===== src/hdl/sks_pkg.sv =====
// ----------------------------------------------------------------------------
// sks_pkg
// Shared types, constants and noise table for the six-axis Kalman smoother.
// ----------------------------------------------------------------------------
`default_nettype none

package sks_pkg;

  localparam int CHANNELS  = 6;
  localparam int SAMPLE_W  = 32;
  localparam int CH_W      = 3;
  localparam int K_W       = 30;
  localparam int CNT_W     = 5;
  localparam int ADDR_W    = 6;
  localparam int DATA_W    = 64;
  localparam int NOISE_W   = 27;

  localparam logic [CNT_W-1:0]  DIV_LAST   = CNT_W'(K_W - 1);
  localparam logic [CH_W-1:0]   CH_LAST    = CH_W'(CHANNELS - 1);
  localparam logic [31:0]       PROC_NOISE = 32'd10737;
  localparam logic [30:0]       ONE_Q30    = 31'h4000_0000;
  localparam logic [63:0]       HALF_Q30   = 64'h2000_0000;
  localparam logic [31:0]       VAR_RESET  = 32'h4000_0000;

  localparam logic [2:0] REG_ENABLE    = 3'd0;
  localparam logic [2:0] REG_FLIMIT    = 3'd1;
  localparam logic [2:0] REG_TLIMIT    = 3'd2;
  localparam logic [2:0] REG_OFF_FXFY  = 3'd3;
  localparam logic [2:0] REG_OFF_FZTX  = 3'd4;
  localparam logic [2:0] REG_OFF_TYTZ  = 3'd5;

  typedef enum logic [2:0] {
    ST_IDLE,
    ST_PREP,
    ST_DIV,
    ST_MUL,
    ST_EST,
    ST_OUT,
    ST_DONE
  } sks_state_t;

  typedef struct packed {
    logic            load;
    logic            prep;
    logic            div_step;
    logic            mul;
    logic            upd_est;
    logic            upd_out;
    logic            out_load;
    logic [CH_W-1:0] ch;
  } sks_cmd_t;

  typedef struct packed {
    logic                                enable;
    logic [30:0]                         force_limit;
    logic [30:0]                         torque_limit;
    logic [CHANNELS-1:0][SAMPLE_W-1:0]   offset;
  } sks_cfg_t;

  function automatic logic [NOISE_W-1:0] meas_noise(input logic [CH_W-1:0] ch);
    logic [NOISE_W-1:0] r;
    case (ch)
      3'd0:    r = 27'd937802;
      3'd1:    r = 27'd1076705;
      3'd2:    r = 27'd85700330;
      3'd3:    r = 27'd56870;
      3'd4:    r = 27'd34518;
      3'd5:    r = 27'd15097;
      default: r = 27'd15097;
    endcase
    return r;
  endfunction

endpackage

`default_nettype wire


===== src/hdl/sks_ctrl.sv =====
// ----------------------------------------------------------------------------
// sks_ctrl
// Sequencer: walks the six channels through divide, multiply and update, or skips them when disabled.
// ----------------------------------------------------------------------------
`default_nettype none

module sks_ctrl (
  input  wire logic              clk,
  input  wire logic              rst,
  input  wire logic              in_valid,
  input  wire logic              enable,
  input  wire logic              out_free,
  output sks_pkg::sks_cmd_t      cmd
);
  import sks_pkg::*;

  sks_state_t       state, state_next;
  logic [CH_W-1:0]  ch, ch_next;
  logic [CNT_W-1:0] cnt, cnt_next;

  always_ff @(posedge clk) begin
    if (rst) begin
      state <= ST_IDLE;
      ch    <= '0;
      cnt   <= '0;
    end else begin
      state <= state_next;
      ch    <= ch_next;
      cnt   <= cnt_next;
    end
  end

  always_comb begin
    state_next = state;
    ch_next    = ch;
    cnt_next   = cnt;
    case (state)
      ST_IDLE: begin
        if (in_valid) begin
          ch_next    = '0;
          state_next = enable ? ST_PREP : ST_DONE;
        end
      end
      ST_PREP: begin
        cnt_next   = DIV_LAST;
        state_next = ST_DIV;
      end
      ST_DIV: begin
        cnt_next = cnt - 1'b1;
        if (cnt == '0) begin
          state_next = ST_MUL;
        end
      end
      ST_MUL:  state_next = ST_EST;
      ST_EST:  state_next = ST_OUT;
      ST_OUT: begin
        if (ch == CH_LAST) begin
          state_next = ST_DONE;
        end else begin
          ch_next    = ch + 1'b1;
          state_next = ST_PREP;
        end
      end
      ST_DONE: begin
        if (out_free) begin
          state_next = ST_IDLE;
        end
      end
      default: state_next = ST_IDLE;
    endcase
  end

  always_comb begin
    cmd.load     = (state == ST_IDLE) && in_valid;
    cmd.prep     = (state == ST_PREP);
    cmd.div_step = (state == ST_DIV);
    cmd.mul      = (state == ST_MUL);
    cmd.upd_est  = (state == ST_EST);
    cmd.upd_out  = (state == ST_OUT);
    cmd.out_load = (state == ST_DONE) && out_free;
    cmd.ch       = ch;
  end

endmodule

`default_nettype wire


===== config.mk =====
export PLATFORM = sky130hd
export DESIGN_NAME = sks_ctrl
export DESIGN_NICKNAME = d
export VERILOG_FILES = /design/src/hdl/sks_pkg.sv /design/src/hdl/sks_ctrl.sv
export SDC_FILE = /design/constraint.sdc
export NUM_CORES = 1
export LEC_CHECK = 0
export BUFFER_PORTS_ARGS = -buffer_cell sky130_fd_sc_hd__buf_2
export CAP_MARGIN = 20
export CORE_MARGIN = 4
export CORE_UTILIZATION = 45
export CTS_BUF_LIST = sky130_fd_sc_hd__clkbuf_2 sky130_fd_sc_hd__clkbuf_4 sky130_fd_sc_hd__clkbuf_8
export CTS_CLUSTER_SIZE = 16
export DETAILED_ROUTE_END_ITERATION = 8
export GPL_ROUTABILITY_DRIVEN = 0
export GPL_TIMING_DRIVEN = 0
export MAX_ROUTING_LAYER = met4
export PLACE_DENSITY_LB_ADDON = 0.1
export SLEW_MARGIN = 20
export SYNTH_ARGS = -nofsm -noshare
export SYNTH_HDL_FRONTEND = slang
export SYNTH_SLANG_ARGS = --single-unit

===== constraint.sdc =====
create_clock -name clk -period 3.4 [get_ports clk]
set_input_delay 0.68 -clock clk [delete_from_list [all_inputs] [get_ports clk]]
set_output_delay 0.68 -clock clk [all_outputs]
set_load 0.005 [all_outputs]

==> impl.org <==
** Clock network
- In this run, post-CTS repair resized a total of 0 instances.
- Buffers added to address setup during post-CTS repair amount to 0.
- Root buffer cell :: sky130_fd_sc_hd__clkbuf_4
- Htree depth :: 1
- After clock tree synthesis, the flow added hold-fix buffers numbering 0.
- For this design, the sink count on the clock tree is 11.
- TritonCTS built the clock tree.
- Inserted Clock Buffers :: 3
- Clock-pin slew was measured on the worst setup and hold paths at 0.06 ns.
- In this run the deepest clock path goes through 2 buffers.
- The later pin in the worst-skew pair is clocked with a latency of 0.27 ns.

** Floorplanning
- Die height :: 46.6 um
- Standard-cell row count :: 13
- Area of the placeable core :: 1350 sq um
- 15 I/O pins were placed.
- Die area :: 2170 sq um
- For this configuration, the core starts out at a cell density of 49.7%.
- From left edge to right edge, the die measures 46.6 um.

** Power
- Dividing total power by cell area gives a power density of 776 nW/um^2.
- Summed over all nets, the switching power comes to 243 uW.
- In this run switching power makes up 39.6% of total power.
- The share of total power dissipated in combinational logic is 49.9%.
- Across the VDD grid, the largest voltage drop is 0.399 mV.
- Sequential cells account for 34.3% of the total power.
- The design draws 613 uW.
- Cell internal power was estimated by the tool at 370 uW.
- The analysis attributes to cell leakage a power of 0.000358 uW.
- Proportion of power drawn by the clock network :: 15.8%

** Setup path
- The number of cells on the worst reg-to-reg path is 6.
- Maximum fanout count along the critical path :: 3
- Total stage count of the critical path :: 4
- Slowest cell on crit path :: sky130_fd_sc_hd__or4b_1
- Arr. time, crit path :: 1.48 ns
- Maximum cell stage delay along the critical path :: 0.49 ns
- Critical path class :: input pin to output pin
- Internal reg-to-reg setup slack :: 1.65 ns
- Most Frequent Cell on Critical Path :: sky130_fd_sc_hd__buf_2
- The worst setup path is captured at an output pin.
- Number of buffer and inverter instances along the worst setup path :: 3
- Series of cell instances along the critical path :: buf_2 > or4b_1 > inv_1 > buf_2
- Critical path launch point type :: input pin
- For the worst setup path, the data required time is 2.72 ns.
- Cell type group with the largest total delay on the critical path :: simple AND/OR/NAND/NOR gates

** Timing
- The count of final hold-check violations came to 0.
- For the pin with the worst max-slew slack, the measured transition is 0.524 ns.
- Max_slew headroom :: 65.1%
- Minimum period implied by the final worst setup slack :: 2.16 ns
- Skew final :: 0.00615 ns
- Number of slew-limit violations in the final report :: 0
- Total Neg Setup Slack :: 0 ns
- Setup violators final :: 0
- PnR worst setup slack :: 1.24 ns
- Setup repair after global routing left no endpoint under its margin.
- Part of the cycle the worst path needs :: 63.6%
- For this run, the top clock speed supported by timing is 462 MHz.

** Drt
- The final route contains 614 vias.
- DRC :: 0
- The pre-antenna-repair detailed-routing pass consisted of 3 iterations.
- Residual antenna-violating net count after detailed routing :: 0
- In the final routed layout, each cell accounts on average for 12.2 um.
- Detailed-route wire length :: 1360 um
- Number of vias per cell after detailed routing :: 5.48
- For this block, the initial DRC count from the detailed router was 12.

** Global route
- Number of antenna violations at the first check in global routing :: 0
- Entering global routing, the biggest net connects 11 pins.
- Global routing used 15.8% of the available tracks.
- The number of global-route vias before repair was 572.
- Total grt overflow :: 0
- The first global-routing pass estimated 2410 um of wire.

** Layout
- The area growth from synthesis to layout is 17.7%.
- Final standard cell utilization of the core :: 58.5%
- Number of diodes added for antenna fixing :: 0
- At the end of the flow, the number of nets in the layout was 106.
- Once layout is done, the placed cells without fillers occupy 790 sq um.
- In the final layout, the share of cells above drive strength 1 is 25.8%.

** Synthesis
- During synthesis, Yosys emitted a total of 0 warnings.
- Each instance of the synthesized netlist takes up on average 8.49 sq um.
- After technology mapping, the gate count stands at 79.
- The synthesized netlist occupies a cell area of 671 sq um.
- Total nets after synthesis :: 87
- Of the synthesized area, sequential elements account for 32.8%.
- Post-synthesis sequential element count :: 11
- After synthesis, the netlist uses 31 different library cells.

** Job
- Max Cap Violations :: 0

** Min path
- Type of the tightest min-delay check :: register to register
- Worst Hold Path Cells :: 1

** Place
- During placement, the flow inserted port buffers numbering 14.
- Once placement finished, the instance area stood at 759 sq um.
- Half-perimeter wire length of the detailed placement result :: 1020 um
- Minimum setup slack after placement :: 1.24 ns

** Status
- The run finished with clean final reports.
-- synth_stat cells --
| cell | n | area, sq um |
|---|---|---|
| sky130_fd_sc_hd__nor3b_2 | 2 | 25.0 |
| sky130_fd_sc_hd__o31ai_1 | 1 | 7.51 |
| sky130_fd_sc_hd__or4b_1 | 2 | 20.0 |
| sky130_fd_sc_hd__and3_1 | 2 | 12.5 |
| sky130_fd_sc_hd__nand2_1 | 4 | 15.0 |
| sky130_fd_sc_hd__buf_2 | 1 | 5.00 |
| sky130_fd_sc_hd__dfxtp_1 | 11 | 220 |
| sky130_fd_sc_hd__nor2_1 | 8 | 30.0 |
| sky130_fd_sc_hd__mux2_1 | 3 | 33.8 |
| sky130_fd_sc_hd__nand3b_1 | 1 | 7.51 |
| sky130_fd_sc_hd__a21oi_1 | 4 | 20.0 |
| sky130_fd_sc_hd__nor4_1 | 2 | 12.5 |
| sky130_fd_sc_hd__xor2_1 | 1 | 8.76 |
| sky130_fd_sc_hd__nand2b_1 | 2 | 12.5 |
| sky130_fd_sc_hd__a211oi_1 | 3 | 22.5 |
| sky130_fd_sc_hd__and3b_1 | 2 | 17.5 |
| sky130_fd_sc_hd__nor3b_1 | 1 | 7.51 |
| sky130_fd_sc_hd__buf_4 | 1 | 7.51 |
| sky130_fd_sc_hd__inv_1 | 5 | 18.8 |
| sky130_fd_sc_hd__a221o_1 | 1 | 10.0 |
| sky130_fd_sc_hd__nor4b_2 | 1 | 15.0 |
| sky130_fd_sc_hd__o21ai_0 | 2 | 10.0 |
| sky130_fd_sc_hd__clkbuf_1 | 3 | 11.3 |
| sky130_fd_sc_hd__nor2b_1 | 2 | 12.5 |
| sky130_fd_sc_hd__a21oi_2 | 1 | 8.76 |
| sky130_fd_sc_hd__o21bai_1 | 1 | 7.51 |
| sky130_fd_sc_hd__ha_1 | 3 | 37.5 |
| sky130_fd_sc_hd__or2_2 | 1 | 6.26 |
| sky130_fd_sc_hd__nand3_1 | 1 | 5.00 |
| sky130_fd_sc_hd__a311oi_1 | 2 | 17.5 |
| sky130_fd_sc_hd__nor3_1 | 5 | 25.0 |
-- flip-flops by register name (all words and copies together), names as in the netlist --
name	flops
cnt	5
ch	3
state	3
-- logic make-up after synthesis --
kind of cell	after synthesis	share of synthesized area [%]
xor gates and xnor gates	1	1.31
DFF	11	32.8
muxes	3	5.04
buffers and inverters	10	6.34
and+or+nand+nor	36	33.4
AOI/OAI and AO/OA	15	15.5
adders and majority gates	3	5.60
-- through the flow --
| stage | std cells | hold WS [ns] |
|---|---|---|
| 6_report | 112 | 0.477 |
| 5_1_grt | 112 | 0.496 |
| 4_1_cts | 112 | 0.481 |
| 3_5_place_dp | 108 | 0.467 |
| 3_3_place_gp | 108 | 0.458 |
| 2_1_floorplan | 79 | 0.439 |
-- metal layers --
metal / track usage [%] / up-vias / share of wire (%)
met4: 8.52 / 0 / 0.88
met5: - / - / 0
met3: 2.34 / 2 / 4.3
li1: - / 322 / -
met1: 20.9 / 279 / 50
met2: 22.8 / 11 / 45
-- path summary, 6_finish.rpt --
check | start | endpoint
hold reg to reg | cnt[4] | cnt[4]
setup reg to reg | cnt[0] | state[2]
setup / recovery | in_valid | cmd[9]
hold / removal | cnt[4] | cnt[4]
-- power by group through the flow --
stage                     sequential (uW)  clock (uW)  combinational [uW]
after floorplan                       204           0                 240
after CTS                             210        99.6                 310
after detailed placement              213           0                 308
final                                 210        96.6                 306
after global routing                  219         108                 350
after global placement                212           0                 297
-- final cells by class --
type                       count  area (sq um)
timing repair buffer          14          70.1
tap                           15          18.8
sequential                    11           220
multi-input combinational     58           408
inverter                       5          18.8
clock buffer                   4          30.0
buffer                         5          23.8
fill                         135           561
-- cells in the final DEF, fill, tap and decap left out --
master and instances:
sky130_fd_sc_hd__or2_2 1, sky130_fd_sc_hd__nand3_1 1, sky130_fd_sc_hd__clkbuf_4 4, sky130_fd_sc_hd__nand2b_1 2
sky130_fd_sc_hd__nand2_1 4, sky130_fd_sc_hd__a21oi_2 1, sky130_fd_sc_hd__dfxtp_1 11, sky130_fd_sc_hd__nor3b_2 2
sky130_fd_sc_hd__mux2_1 3, sky130_fd_sc_hd__and3_1 2, sky130_fd_sc_hd__nor3b_1 1, sky130_fd_sc_hd__ha_1 3
sky130_fd_sc_hd__o21bai_1 1, sky130_fd_sc_hd__o31ai_1 1, sky130_fd_sc_hd__clkbuf_1 3, sky130_fd_sc_hd__or4b_1 2
sky130_fd_sc_hd__nor4b_2 1, sky130_fd_sc_hd__inv_1 5, sky130_fd_sc_hd__nor2_1 8, sky130_fd_sc_hd__o21ai_0 2
sky130_fd_sc_hd__nor3_1 5, sky130_fd_sc_hd__a311oi_1 2, sky130_fd_sc_hd__nand3b_1 1, sky130_fd_sc_hd__nor4_1 2
sky130_fd_sc_hd__buf_4 1, sky130_fd_sc_hd__and3b_1 2, sky130_fd_sc_hd__a21oi_1 4, sky130_fd_sc_hd__xor2_1 1
sky130_fd_sc_hd__a221o_1 1, sky130_fd_sc_hd__nor2b_1 2, sky130_fd_sc_hd__a211oi_1 3, sky130_fd_sc_hd__buf_2 15
Power figures use the tool's default switching activity.
