**src/hdl/sks_pkg.sv**
```systemverilog
// ----------------------------------------------------------------------------
// sks_pkg
// Shared types, constants and noise table for the six-axis Kalman smoother.
// ----------------------------------------------------------------------------
`default_nettype none

package sks_pkg;

  localparam int CHANNELS  = 6;
  localparam int SAMPLE_W  = 32;
  localparam int CH_W      = 3;
  localparam int K_W       = 30;
  localparam int CNT_W     = 5;
  localparam int ADDR_W    = 6;
  localparam int DATA_W    = 64;
  localparam int NOISE_W   = 27;

  localparam logic [CNT_W-1:0]  DIV_LAST   = CNT_W'(K_W - 1);
  localparam logic [CH_W-1:0]   CH_LAST    = CH_W'(CHANNELS - 1);
  localparam logic [31:0]       PROC_NOISE = 32'd10737;
  localparam logic [30:0]       ONE_Q30    = 31'h4000_0000;
  localparam logic [63:0]       HALF_Q30   = 64'h2000_0000;
  localparam logic [31:0]       VAR_RESET  = 32'h4000_0000;

  localparam logic [2:0] REG_ENABLE    = 3'd0;
  localparam logic [2:0] REG_FLIMIT    = 3'd1;
  localparam logic [2:0] REG_TLIMIT    = 3'd2;
  localparam logic [2:0] REG_OFF_FXFY  = 3'd3;
  localparam logic [2:0] REG_OFF_FZTX  = 3'd4;
  localparam logic [2:0] REG_OFF_TYTZ  = 3'd5;

  typedef enum logic [2:0] {
    ST_IDLE,
    ST_PREP,
    ST_DIV,
    ST_MUL,
    ST_EST,
    ST_OUT,
    ST_DONE
  } sks_state_t;

  typedef struct packed {
    logic            load;
    logic            prep;
    logic            div_step;
    logic            mul;
    logic            upd_est;
    logic            upd_out;
    logic            out_load;
    logic [CH_W-1:0] ch;
  } sks_cmd_t;

  typedef struct packed {
    logic                                enable;
    logic [30:0]                         force_limit;
    logic [30:0]                         torque_limit;
    logic [CHANNELS-1:0][SAMPLE_W-1:0]   offset;
  } sks_cfg_t;

  function automatic logic [NOISE_W-1:0] meas_noise(input logic [CH_W-1:0] ch);
    logic [NOISE_W-1:0] r;
    case (ch)
      3'd0:    r = 27'd937802;
      3'd1:    r = 27'd1076705;
      3'd2:    r = 27'd85700330;
      3'd3:    r = 27'd56870;
      3'd4:    r = 27'd34518;
      3'd5:    r = 27'd15097;
      default: r = 27'd15097;
    endcase
    return r;
  endfunction

endpackage

`default_nettype wire

```
**src/hdl/sks_regs.sv**
```systemverilog
// ----------------------------------------------------------------------------
// sks_regs
// APB configuration registers: enable, limits and offset pairs.
// ----------------------------------------------------------------------------
`default_nettype none

module sks_regs (
  input  wire logic                      clk,
  input  wire logic                      rst,
  input  wire logic                      psel,
  input  wire logic                      penable,
  input  wire logic                      pwrite,
  input  wire logic [sks_pkg::ADDR_W-1:0] paddr,
  input  wire logic [sks_pkg::DATA_W-1:0] pwdata,
  output logic      [sks_pkg::DATA_W-1:0] prdata,
  output logic                           pready,
  output sks_pkg::sks_cfg_t              cfg
);
  import sks_pkg::*;

  logic        enable;
  logic [30:0] force_limit;
  logic [30:0] torque_limit;
  logic [63:0] off_a;
  logic [63:0] off_b;
  logic [63:0] off_c;
  logic [2:0]  idx;
  logic        wr;

  assign pready = 1'b1;
  assign idx    = paddr[5:3];
  assign wr     = psel && penable && pwrite;

  always_ff @(posedge clk) begin
    if (rst) begin
      enable       <= 1'b0;
      force_limit  <= 31'h7FFF_FFFF;
      torque_limit <= 31'h7FFF_FFFF;
      off_a        <= '0;
      off_b        <= '0;
      off_c        <= '0;
    end else if (wr) begin
      case (idx)
        REG_ENABLE:   enable       <= pwdata[0];
        REG_FLIMIT:   force_limit  <= pwdata[30:0];
        REG_TLIMIT:   torque_limit <= pwdata[30:0];
        REG_OFF_FXFY: off_a        <= pwdata;
        REG_OFF_FZTX: off_b        <= pwdata;
        REG_OFF_TYTZ: off_c        <= pwdata;
        default: ;
      endcase
    end
  end

  always_comb begin
    case (idx)
      REG_ENABLE:   prdata = {63'd0, enable};
      REG_FLIMIT:   prdata = {33'd0, force_limit};
      REG_TLIMIT:   prdata = {33'd0, torque_limit};
      REG_OFF_FXFY: prdata = off_a;
      REG_OFF_FZTX: prdata = off_b;
      REG_OFF_TYTZ: prdata = off_c;
      default:      prdata = '0;
    endcase
  end

  assign cfg.enable       = enable;
  assign cfg.force_limit  = force_limit;
  assign cfg.torque_limit = torque_limit;
  assign cfg.offset       = {off_c, off_b, off_a};

endmodule

`default_nettype wire

```
**config.mk**
```make
export PLATFORM = sky130hd
export DESIGN_NAME = sks_regs
export DESIGN_NICKNAME = d
export VERILOG_FILES = /design/src/hdl/sks_pkg.sv /design/src/hdl/sks_regs.sv
export SDC_FILE = /design/constraint.sdc
export NUM_CORES = 1
export LEC_CHECK = 0
export BUFFER_PORTS_ARGS = -buffer_cell sky130_fd_sc_hd__buf_2
export CORE_MARGIN = 2
export CORE_UTILIZATION = 53
export CTS_BUF_LIST = sky130_fd_sc_hd__clkbuf_4
export DETAILED_ROUTE_END_ITERATION = 6
export PLACE_DENSITY_LB_ADDON = 0.08
export SYNTH_ARGS = -nofsm -noshare
export SYNTH_HDL_FRONTEND = slang
export SYNTH_SLANG_ARGS = --single-unit
```
**constraint.sdc**
```tcl
create_clock -name clk -period 1.5 [get_ports clk]
set_clock_uncertainty 0.15 [all_clocks]
set_input_delay 0 -clock clk [delete_from_list [all_inputs] [get_ports clk]]
set_output_delay 0 -clock clk [all_outputs]
set_load 0.1 [all_outputs]
```
==> impl_metrics.py, run 1 <==
metrics = {
    "outcome": {
        "status": "stopped before the end",
        "lastStage": "global routing",
        "stop_error": "[ERROR DPL-0038] Utilization greater than 100%, impossible to legalize",
    },
    "synth": {
        "synth_nets": 1283,
        "synth-seq-area-share_pct": 42.9,
        "syn_inst": 1208,
        "synth_cell_types": 31,
        "yosys_warnings": 0,
        "syn-cell-area_mm2": 0.0119,
        "ys_ff_latch": 255,
        "avgSynthCellArea_um2": 9.85,
    },
    "placement": {
        "place_congestion": 0.803,
        "io_buffers": 390,
        "dpl_cell_area_mm2": 0.0165,
        "place_ws_ns": -0.0710,
        "dp_hpwl_um": 25600,
    },
    "floorplan": {
        "start_util_pct": 54.2,
        "rows": 54,
        "die_h_um": 154,
        "ios": 395,
        "die_x_um": 154,
    },
    "clock_tree": {
        "clock_path_buffers": 3,
        "cts_root_buffer": "clkbuf_4",
        "cts_sinks": 255,
        "htree_levels": 3,
        "cts_buffers": 67,
    },
    "grt": {
        "grt_max_degree": 65,
    },
    "sta": {
        "worst_endpoint_kind": "output port",
        "crit_endpoint": "prdata[0]",
    },
}
==> stage by stage <==
stage	cells	setup TNS, ns
3_5_place_dp	1808	-1.07
3_3_place_gp	1808	0
2_1_floorplan	1208	-0.0392
4_1_cts	2105	-27.92
==> synthesized netlist by cell type <==
cell type  instances  area [um^2]
dfxtp_1          255         5100
mux2i_1          255         2550
nand2b_1         194         1210
o21ai_0          116          581
nor2_1            93          349
nor2b_1           64          400
o2bb2ai_1         63          552
clkbuf_1          56          210
a221o_1           30          300
buf_2             25          125
o21ai_1           12         60.1
buf_4              8         60.1
buf_12             7          140
buf_6              7         78.8
clkbuf_2           5         25.0
inv_1              2         7.51
nor3_2             2         20.0
buf_1              1         3.75
conb_1             1         3.75
mux4_2             1         22.5
nand2b_4           1         13.8
nand3_1            1         5.00
nand4_1            1         6.26
nor2_2             1         6.26
nor2_4             1         11.3
nor3_1             1         5.00
nor3b_1            1         7.51
nor4_1             1         6.26
o22ai_1            1         6.26
or2_1              1         6.26
or3_4              1         11.3
==> kinds of logic after synthesis <==
group | after synthesis | synth area share (%)
AND/OR/NAND/NOR | 363 | 17.3
multiplexers | 256 | 21.6
flip-flops | 255 | 42.9
AO/OA/AOI/OAI | 222 | 12.6
buffers and inverters | 111 | 5.47
other | 1 | 0.0315
==> timing repair <==
| action | CTS |
|---|---|
| cloned | 0 |
| buffers inserted | 36 |
| gates resized for setup | 492 |
| endpoints found under the setup margin | 319 |
| pin swaps | 40 |
| hold endpoints to repair | 255 |
| hold buffers | 138 |
==> run 2, diff against run 1 <==
--- a/config.mk
+++ b/config.mk
@@ -7,10 +7,9 @@
 export LEC_CHECK = 0
 export BUFFER_PORTS_ARGS = -buffer_cell sky130_fd_sc_hd__buf_2
 export CORE_MARGIN = 2
-export CORE_UTILIZATION = 53
-export CTS_BUF_LIST = sky130_fd_sc_hd__clkbuf_4
+export CORE_UTILIZATION = 40
 export DETAILED_ROUTE_END_ITERATION = 6
-export PLACE_DENSITY_LB_ADDON = 0.08
+export PLACE_DENSITY_LB_ADDON = 0.15
 export SYNTH_ARGS = -nofsm -noshare
 export SYNTH_HDL_FRONTEND = slang
 export SYNTH_SLANG_ARGS = --single-unit
==> impl_metrics.py, run 2 <==
metrics = {
    "routing": {
        "drt_iter0_markers": 575,
        "drtPass1Iterations": 5,
        "wl_per_cell_um": 19.5,
        "viasPerCell": 5.16,
        "drc": 0,
        "wirelength_um": 41700,
        "antenna_left": 0,
        "dr_total_vias": 11100,
    },
    "cells_and_area": {
        "num-fill-cells": 2302,
        "drive_gt1_share_pct": 52.3,
        "nNetsFinal": 1804,
        "final_common_cell": "mux2i_1",
        "post-route-util_pct": 67.9,
        "regArea_mm2": 0.00575,
        "syn2layout_area_growth_pct": 68.2,
        "multi_input_area_mm2": 0.00727,
        "final_cell_mix": "mux2i_1, nand2b_1, buf_2, buf_4, dfxtp_4",
        "final_cells": 2143,
        "design_area_mm2": 0.0200,
        "top_regs": "off_a x64, off_b x64, off_c x64",
    },
    "outcome": {
        "status": "finished, violations left",
        "violations": "hold timing, setup timing",
    },
    "floorplan": {
        "start_util_pct": 40.3,
        "die_h_um": 176,
        "ios": 395,
        "die-area_mm2": 0.0311,
        "rows": 63,
        "die_x_um": 176,
        "core_mm2": 0.0295,
    },
    "setup_path": {
        "crit_path_max_incr_delay_ns": 0.47,
        "crit_arrival_ns": 1.68,
        "worstPathMaxFanout": 2,
        "end_kind": "output port",
        "crit_required_ns": 1.35,
        "slowest_stage": "mux4_2",
        "critPathKind": "reg2out",
        "cp-start-kind": "flop",
        "r2r_cells": 3,
        "cp_cell_sequence": "mux4_2 > inv_2 > o22ai_4 > buf_12",
    },
    "synth": {
        "syn_inst": 1208,
        "synthTopCellsByArea": "dfxtp_1, mux2i_1, nand2b_1, o21ai_0, o2bb2ai_1",
        "synth_top_family_by_area": "multiplexers",
        "synth_compound_area_share_pct": 12.6,
        "synth_mux_area_share_pct": 21.6,
        "synth_nets": 1283,
        "yosys_warnings": 0,
        "postSynth.asyncResetShare_pct": 0,
        "synthTopCellsByCount": "dfxtp_1, mux2i_1, nand2b_1, o21ai_0, nor2_1",
        "synth_top_area_share_pct": 42.9,
        "yosys.area_share.adder_pct": 0,
        "post-synth-top-area-cell": "dfxtp_1",
        "post_synth_and_or_nand_nor_area_fraction_pct": 17.3,
        "synth-seq-area-share_pct": 42.9,
        "syn-cell-area_mm2": 0.0119,
        "synth_ff_type": "dfxtp_1",
        "synth_cell_types": 31,
        "synth_edf_count": 0,
        "avgSynthCellArea_um2": 9.85,
        "synth_xor_area_share_pct": 0,
        "ys_ff_latch": 255,
    },
    "clock_tree": {
        "cts_sinks": 255,
        "cts_root_buffer": "clkbuf_16",
        "clock_path_buffers": 3,
        "clkTransAtPathRegs_ns": 0.06,
        "htree_levels": 1,
        "cts_buffers": 28,
        "clk_latency_ns": 0.53,
        "cts_tree": "built",
    },
    "sta": {
        "max_freq_mhz": 546,
        "maxSlewViolCount": 0,
        "timing.hold.ws_ns": -0.0437,
        "setup_viol": 35,
        "hold_viol": 2,
        "worst_slack_ns": -0.333,
        "rsz0062_at_grt": "yes",
        "relSlewSlack_pct": 34.4,
        "finalCritPeriodShare_pct": 122,
        "worst_pin_slew_ns": 0.981,
        "period_needed_ns": 1.83,
        "fin_setup_tns_ns": -7.86,
    },
    "placement": {
        "io_buffers": 390,
        "place_congestion": 0.754,
        "dpl_cell_area_mm2": 0.0170,
        "dp_cells": 1945,
        "dp_hpwl_um": 27200,
        "place_ws_ns": -0.0163,
    },
    "power": {
        "p_total_mw": 16.2,
        "leakage_nw": 8.00,
        "power.share.sequential_pct": 41.1,
        "power.switching_mw": 4.50,
        "p_sw_share_pct": 27.8,
        "p_per_area_mw_per_mm2": 810,
        "ir_drop_mv": 0.600,
        "p_int_mw": 11.7,
        "p_comb_share_pct": 16.5,
        "pwr-share-clk_pct": 42.4,
    },
    "grt": {
        "antenna_found_initial": 2,
        "grt_max_degree": 54,
        "grt_pass1_wl_um": 62900,
        "gr-usage-all-layers_pct": 25.7,
        "overflow": 0,
        "grt_pass1_vias": 11100,
    },
    "run": {
        "maxCapViolations": 0,
    },
    "worst_hold_path": {
        "hold_path_class": "in2reg",
        "hold_depth": 5,
    },
}
## run 2: cell counts after synthesis
No cell type changed its count.
## run 2: what timing repair did
action                                 4_1_cts  5_1_grt
setup endpoints to repair                   97      148
hold buffers                                92       10
buffers inserted                            34       16
endpoints found under the hold margin      255       29
gates resized for setup                    141       75
pin swaps                                   31       21
## run 2: worst paths after layout
check / from / end / slack, ns
setup / recovery: off_a[0]$_SDFFE_PP0P_ / prdata[0] / -0.33
hold / removal: rst / force_limit[26]$_SDFFE_PP1P_ / -0.04
setup reg to reg: force_limit[29]$_SDFFE_PP1P_ / force_limit[29]$_SDFFE_PP1P_ / 0.16
hold reg to reg: off_a[6]$_SDFFE_PP0P_ / off_a[6]$_SDFFE_PP0P_ / 0.33
## run 2: layout make-up
cell class | count | share of cell area, %
Timing Repair Buffer | 600 | 27.8
Clock inverter | 6 | 0.306
Antenna cell | 2 | 0.0250
Clock buffer | 46 | 4.30
Inverter | 2 | 0.0375
Tap cell | 390 | 2.44
Multi-Input combinational cell | 842 | 36.3
Sequential cell | 255 | 28.7
## run 2: cells by family (layout without fill, tap and decap cells)
logic type             count (synthesis)  after routing
muxes                                256            256
and+or+nand+nor                      363            363
AOI/OAI and AO/OA                    222            222
other                                  1              3
DFF                                  255            255
buffers and inverters                111            654
## run 2: critical path, delay by kind of cell (launching register included)
family          cells  cell delay, ns
mux                 1            0.47
flops               1            0.34
compound gates      1            0.07
buf+inv             2            0.26
## run 2: routing by layer
metal | wire length [um] | GRT usage (%)
met1 | 17500 | 32.5
met3 | 2660 | 4.72
met5 | 0 | 0
met4 | 1040 | 7.78
met2 | 20500 | 44.4
## run 2: power by group through the flow
| stage | logic, mW | registers, mW | clock network [mW] |
|---|---|---|---|
| 3_3_place_gp | 2.35 | 6.81 | 0 |
| 4_1_cts | 2.64 | 6.66 | 6.99 |
| 6_report | 2.67 | 6.66 | 6.87 |
| 2_1_floorplan | 1.21 | 7.16 | 0 |
| 5_1_grt | 2.78 | 6.67 | 7.27 |
| 3_5_place_dp | 2.36 | 6.81 | 0 |
(Power assumes the default switching activity.)
==> run 3, diff against run 2 <==
--- a/config.mk
+++ b/config.mk
@@ -9,6 +9,7 @@
 export CORE_MARGIN = 2
 export CORE_UTILIZATION = 40
 export DETAILED_ROUTE_END_ITERATION = 6
+export HOLD_SLACK_MARGIN = 0.1
 export PLACE_DENSITY_LB_ADDON = 0.15
 export SYNTH_ARGS = -nofsm -noshare
 export SYNTH_HDL_FRONTEND = slang
==> impl_metrics.py, run 3 (synthesis results as in run 2) <==
metrics = {
    "outcome": {
        "status": "finished, violations left",
        "violations": "setup timing",
    },
    "setup_path": {
        "worstPathMaxFanout": 2,
        "rrSetupSlack_ns": 0.02,
        "critPathKind": "reg2out",
        "crit_required_ns": 1.35,
        "cp-start-kind": "flop",
        "crit_arrival_ns": 1.68,
        "end_kind": "output port",
    },
    "worst_hold_path": {
        "hold_path_class": "in2reg",
    },
    "floorplan": {
        "rows": 63,
        "die_x_um": 176,
        "die-area_mm2": 0.0311,
        "core_mm2": 0.0295,
        "start_util_pct": 40.3,
        "ios": 395,
        "die_h_um": 176,
    },
    "sta": {
        "finalCritPeriodShare_pct": 122,
        "max_freq_mhz": 547,
        "maxSlewViolCount": 0,
        "rsz0062_at_grt": "yes",
        "hold_viol": 0,
        "worst_slack_ns": -0.327,
        "period_needed_ns": 1.83,
        "worst_pin_slew_ns": 1.02,
        "relSlewSlack_pct": 32.2,
        "setup_viol": 35,
    },
    "grt": {
        "overflow": 0,
        "grt_pass1_vias": 11800,
        "gr-usage-all-layers_pct": 27.4,
        "grt_pass1_wl_um": 67000,
        "antenna_found_initial": 2,
        "grt_max_degree": 39,
    },
    "routing": {
        "dr_total_vias": 11700,
        "wirelength_um": 44700,
        "wl_per_cell_um": 19.9,
        "drc": 0,
        "viasPerCell": 5.20,
        "drt_iter0_markers": 630,
        "antenna_left": 0,
        "drtPass1Iterations": 4,
    },
    "clock_tree": {
        "clock_path_buffers": 3,
        "clk_latency_ns": 0.53,
        "cts_sinks": 255,
        "cts_buffers": 28,
        "htree_levels": 1,
        "clkTransAtPathRegs_ns": 0.06,
        "cts_root_buffer": "clkbuf_16",
        "cts_tree": "built",
    },
    "cells_and_area": {
        "drive_gt1_share_pct": 49.8,
        "final_cell_mix": "mux2i_1, nand2b_1, buf_2, dlygate4sd3_1, buf_4",
        "nNetsFinal": 1905,
        "syn2layout_area_growth_pct": 77.4,
        "regArea_mm2": 0.00575,
        "num-fill-cells": 2142,
        "design_area_mm2": 0.0211,
        "final_cells": 2244,
        "multi_input_area_mm2": 0.00730,
        "post-route-util_pct": 71.6,
        "final_common_cell": "mux2i_1",
        "top_regs": "off_a x64, off_b x64, off_c x64",
    },
    "placement": {
        "place_ws_ns": -0.0163,
        "dp_cells": 1945,
        "dpl_cell_area_mm2": 0.0170,
        "place_congestion": 0.754,
        "io_buffers": 390,
        "dp_hpwl_um": 27200,
    },
    "power": {
        "p_total_mw": 16.4,
        "ir_drop_mv": 0.652,
        "p_per_area_mw_per_mm2": 775,
        "leakage_nw": 8.50,
    },
    "run": {
        "maxCapViolations": 0,
    },
}
-- run 3: cell types whose count changed in the layout (fill, tap and decap cells not counted), moves of 2 or more --
cell / before / now
dlymetal6s2s_1: 0 / 3
dlymetal6s4s_1: 0 / 5
o21ai_1: 12 / 21
mux2i_4: 33 / 35
mux2i_1: 219 / 217
dlygate4sd3_1: 92 / 181
o21ai_0: 116 / 106
-- run 3: worst max-delay path, cell delays in order, from the launching register on --
cell,delay [ns]
dfxtp_4,0.34
mux4_2,0.47
inv_2,0.09
o22ai_4,0.07
buf_12,0.17
-- run 3: layout make-up --
type                    instances  area share (%)
inverters                       2          0.0356
flip-flops and latches        255            27.3
well taps                     390            2.31
repair buffers                701            31.4
diodes                          2          0.0237
multi-input cells             842            34.6
clock inverters                 6           0.291
clock buffers                  46            4.08
-- run 3: per-stage QoR --
stage               hold slack, ns  TNS, ns
floorplan                   0.0258  -0.0392
finish                      0.0176    -8.51
global placement             0.139        0
CTS                         -0.320   -18.67
detailed placement           0.146  -0.0294
global route                0.0419   -11.12
-- run 3: path summary, 6_finish.rpt --
path                          start                      to  cells past startpoint
min                             rst  off_c[17]$_SDFFE_PP0P_                      5
max           off_a[0]$_SDFFE_PP0P_               prdata[0]                      4
min reg2reg  off_a[12]$_SDFFE_PP0P_  off_a[12]$_SDFFE_PP0P_                      2
max reg2reg  off_c[37]$_SDFFE_PP0P_  off_c[37]$_SDFFE_PP0P_                      4
-- run 3: report_power, final --
part	switching [mW]	total (mW)	internal [mW]	leakage, nW
Sequential	0.0555	6.66	6.61	2.16
Combinational	1.70	2.79	1.09	5.88
Clock	2.83	6.90	4.08	0.449
-- run 3: what timing repair did --
item / in CTS / in global routing
resized for setup: 141 / 105
buffers inserted: 34 / 18
hold buffers: 194 / 9
pin swaps: 31 / 21
cloned: 0 / 1
hold endpoints to repair: 255 / 42
setup endpoints to repair: 97 / 197
-- run 3: routing by layer --
layer / global-route usage (%) / vias up / part of all wire (%)
met5: 0 / - / 0
met4: 8.88 / 0 / 2.6
met3: 4.54 / 74 / 6.2
met2: 47.7 / 399 / 50
met1: 34.6 / 5716 / 42
li1: - / 5483 / -
==> run 4, diff against run 3 <==
--- a/config.mk
+++ b/config.mk
@@ -11,6 +11,7 @@
 export DETAILED_ROUTE_END_ITERATION = 6
 export HOLD_SLACK_MARGIN = 0.1
 export PLACE_DENSITY_LB_ADDON = 0.15
+export RECOVER_POWER = 25
 export SYNTH_ARGS = -nofsm -noshare
 export SYNTH_HDL_FRONTEND = slang
 export SYNTH_SLANG_ARGS = --single-unit
==> impl_metrics.py, run 4 (synthesis results as in run 2) <==
metrics = {
    "outcome": {
        "status": "finished, violations left",
        "violations": "setup timing",
    },
    "placement": {
        "dp_cells": 1945,
        "place_congestion": 0.754,
        "place_ws_ns": -0.0163,
        "io_buffers": 390,
        "dp_hpwl_um": 27200,
    },
    "cells_and_area": {
        "syn2layout_area_growth_pct": 77.3,
        "nNetsFinal": 1905,
        "post-route-util_pct": 71.5,
        "final_common_cell": "mux2i_1",
        "final_cells": 2244,
        "final_cell_mix": "mux2i_1, nand2b_1, buf_2, dlygate4sd3_1, buf_4",
        "top_regs": "off_a x64, off_b x64, off_c x64",
        "drive_gt1_share_pct": 49.8,
    },
    "sta": {
        "maxSlewViolCount": 0,
        "max_freq_mhz": 548,
        "worst_pin_slew_ns": 1.01,
        "timing.hold.ws_ns": 0.00328,
        "setup_viol": 36,
        "worst_slack_ns": -0.326,
        "period_needed_ns": 1.83,
        "relSlewSlack_pct": 32.2,
        "rsz0062_at_grt": "yes",
        "hold_viol": 0,
        "finalCritPeriodShare_pct": 122,
    },
    "grt": {
        "grt_pass1_vias": 11800,
        "antenna_found_initial": 2,
        "overflow": 0,
        "grt_pass1_wl_um": 67000,
        "grt_max_degree": 39,
        "gr-usage-all-layers_pct": 27.4,
    },
    "setup_path": {
        "rrSetupSlack_ns": 0.02,
        "crit_arrival_ns": 1.68,
        "cp_cell_sequence": "mux4_2 > inv_2 > o22ai_4 > buf_12",
        "critPathKind": "reg2out",
        "crit_required_ns": 1.35,
        "crit_path_max_incr_delay_ns": 0.47,
        "end_kind": "output port",
        "slowest_stage": "mux4_2",
        "worstPathMaxFanout": 2,
        "cp-start-kind": "flop",
    },
    "worst_hold_path": {
        "hold_path_class": "in2reg",
    },
    "power": {
        "leakage_nw": 8.49,
        "p_total_mw": 16.4,
        "p_per_area_mw_per_mm2": 776,
        "ir_drop_mv": 0.653,
    },
    "floorplan": {
        "ios": 395,
        "die_h_um": 176,
        "die-area_mm2": 0.0311,
        "die_x_um": 176,
        "rows": 63,
        "core_mm2": 0.0295,
        "start_util_pct": 40.3,
    },
    "routing": {
        "wl_per_cell_um": 19.9,
        "wirelength_um": 44600,
        "dr_total_vias": 11700,
        "viasPerCell": 5.20,
        "drc": 0,
        "antenna_left": 0,
        "drtPass1Iterations": 5,
        "drt_iter0_markers": 630,
    },
    "clock_tree": {
        "cts_buffers": 28,
        "cts_sinks": 255,
        "clock_path_buffers": 3,
        "htree_levels": 1,
        "clkTransAtPathRegs_ns": 0.06,
        "clk_latency_ns": 0.53,
        "cts_root_buffer": "clkbuf_16",
        "cts_tree": "built",
    },
    "run": {
        "maxCapViolations": 0,
    },
}
[run 4: cell types whose count changed in the layout (fill, tap and decap cells not counted), sizes merged]
cell,before,now
buf,441,440
clkbuf,117,118
[run 4: worst max-delay path, delay by kind of cell (launching register included)]
| kind | cells | cell delay [ns] |
|---|---|---|
| flip-flops | 1 | 0.34 |
| buffers and inverters | 2 | 0.26 |
| AO/OA/AOI/OAI | 1 | 0.07 |
| multiplexers | 1 | 0.47 |
[run 4: what timing repair did]
item                       CTS  global route
pin swaps                   31            21
hold buffers               194             9
gates cloned                 0             1
setup buffers               34            18
resized for setup          141           105
setup endpoints to repair   97           197
hold endpoints to repair   255            42
[run 4: path summary, 6_finish.rpt]
path | end | depth (start not counted) | start
hold / removal | off_b[35]$_SDFFE_PP0P_ | 4 | paddr[3]
setup reg to reg | off_c[37]$_SDFFE_PP0P_ | 4 | off_c[37]$_SDFFE_PP0P_
setup / recovery | prdata[0] | 4 | off_a[0]$_SDFFE_PP0P_
hold reg to reg | off_a[12]$_SDFFE_PP0P_ | 2 | off_a[12]$_SDFFE_PP0P_
[run 4: per-stage QoR]
| stage | cell area, um^2 | TNS, ns |
|---|---|---|
| global route | 21100 | -11.46 |
| floorplan | 13200 | -0.0392 |
| detailed placement | 17000 | -0.0294 |
| CTS | 20700 | -18.67 |
| finish | 21100 | -8.77 |
| global placement | 17000 | 0 |
[run 4: report_power, final]
part | internal, mW | switching [mW]
Sequential | 6.61 | 0.0555
Combinational | 1.09 | 1.70
Clock | 4.08 | 2.83
[run 4: routing by layer]
layer / wire (um) / up-vias / track usage (%) / part of all wire, %
li1: - / 5484 / - / -
met1: 18600 / 5718 / 34.6 / 42
met2: 22100 / 396 / 47.7 / 50
met3: 2770 / 75 / 4.54 / 6.2
met4: 1170 / 0 / 8.88 / 2.6
met5: 0 / - / 0 / 0
[run 4: area by class of cell]
type | instances | area, um^2
antenna | 2 | 5.00
clock buffer | 46 | 861
clock inverter | 6 | 61.3
fill | 2144 | 8390
inverter | 2 | 7.51
multi-input combinational | 842 | 7300
sequential | 255 | 5750
tap | 390 | 488
timing repair buffer | 701 | 6610
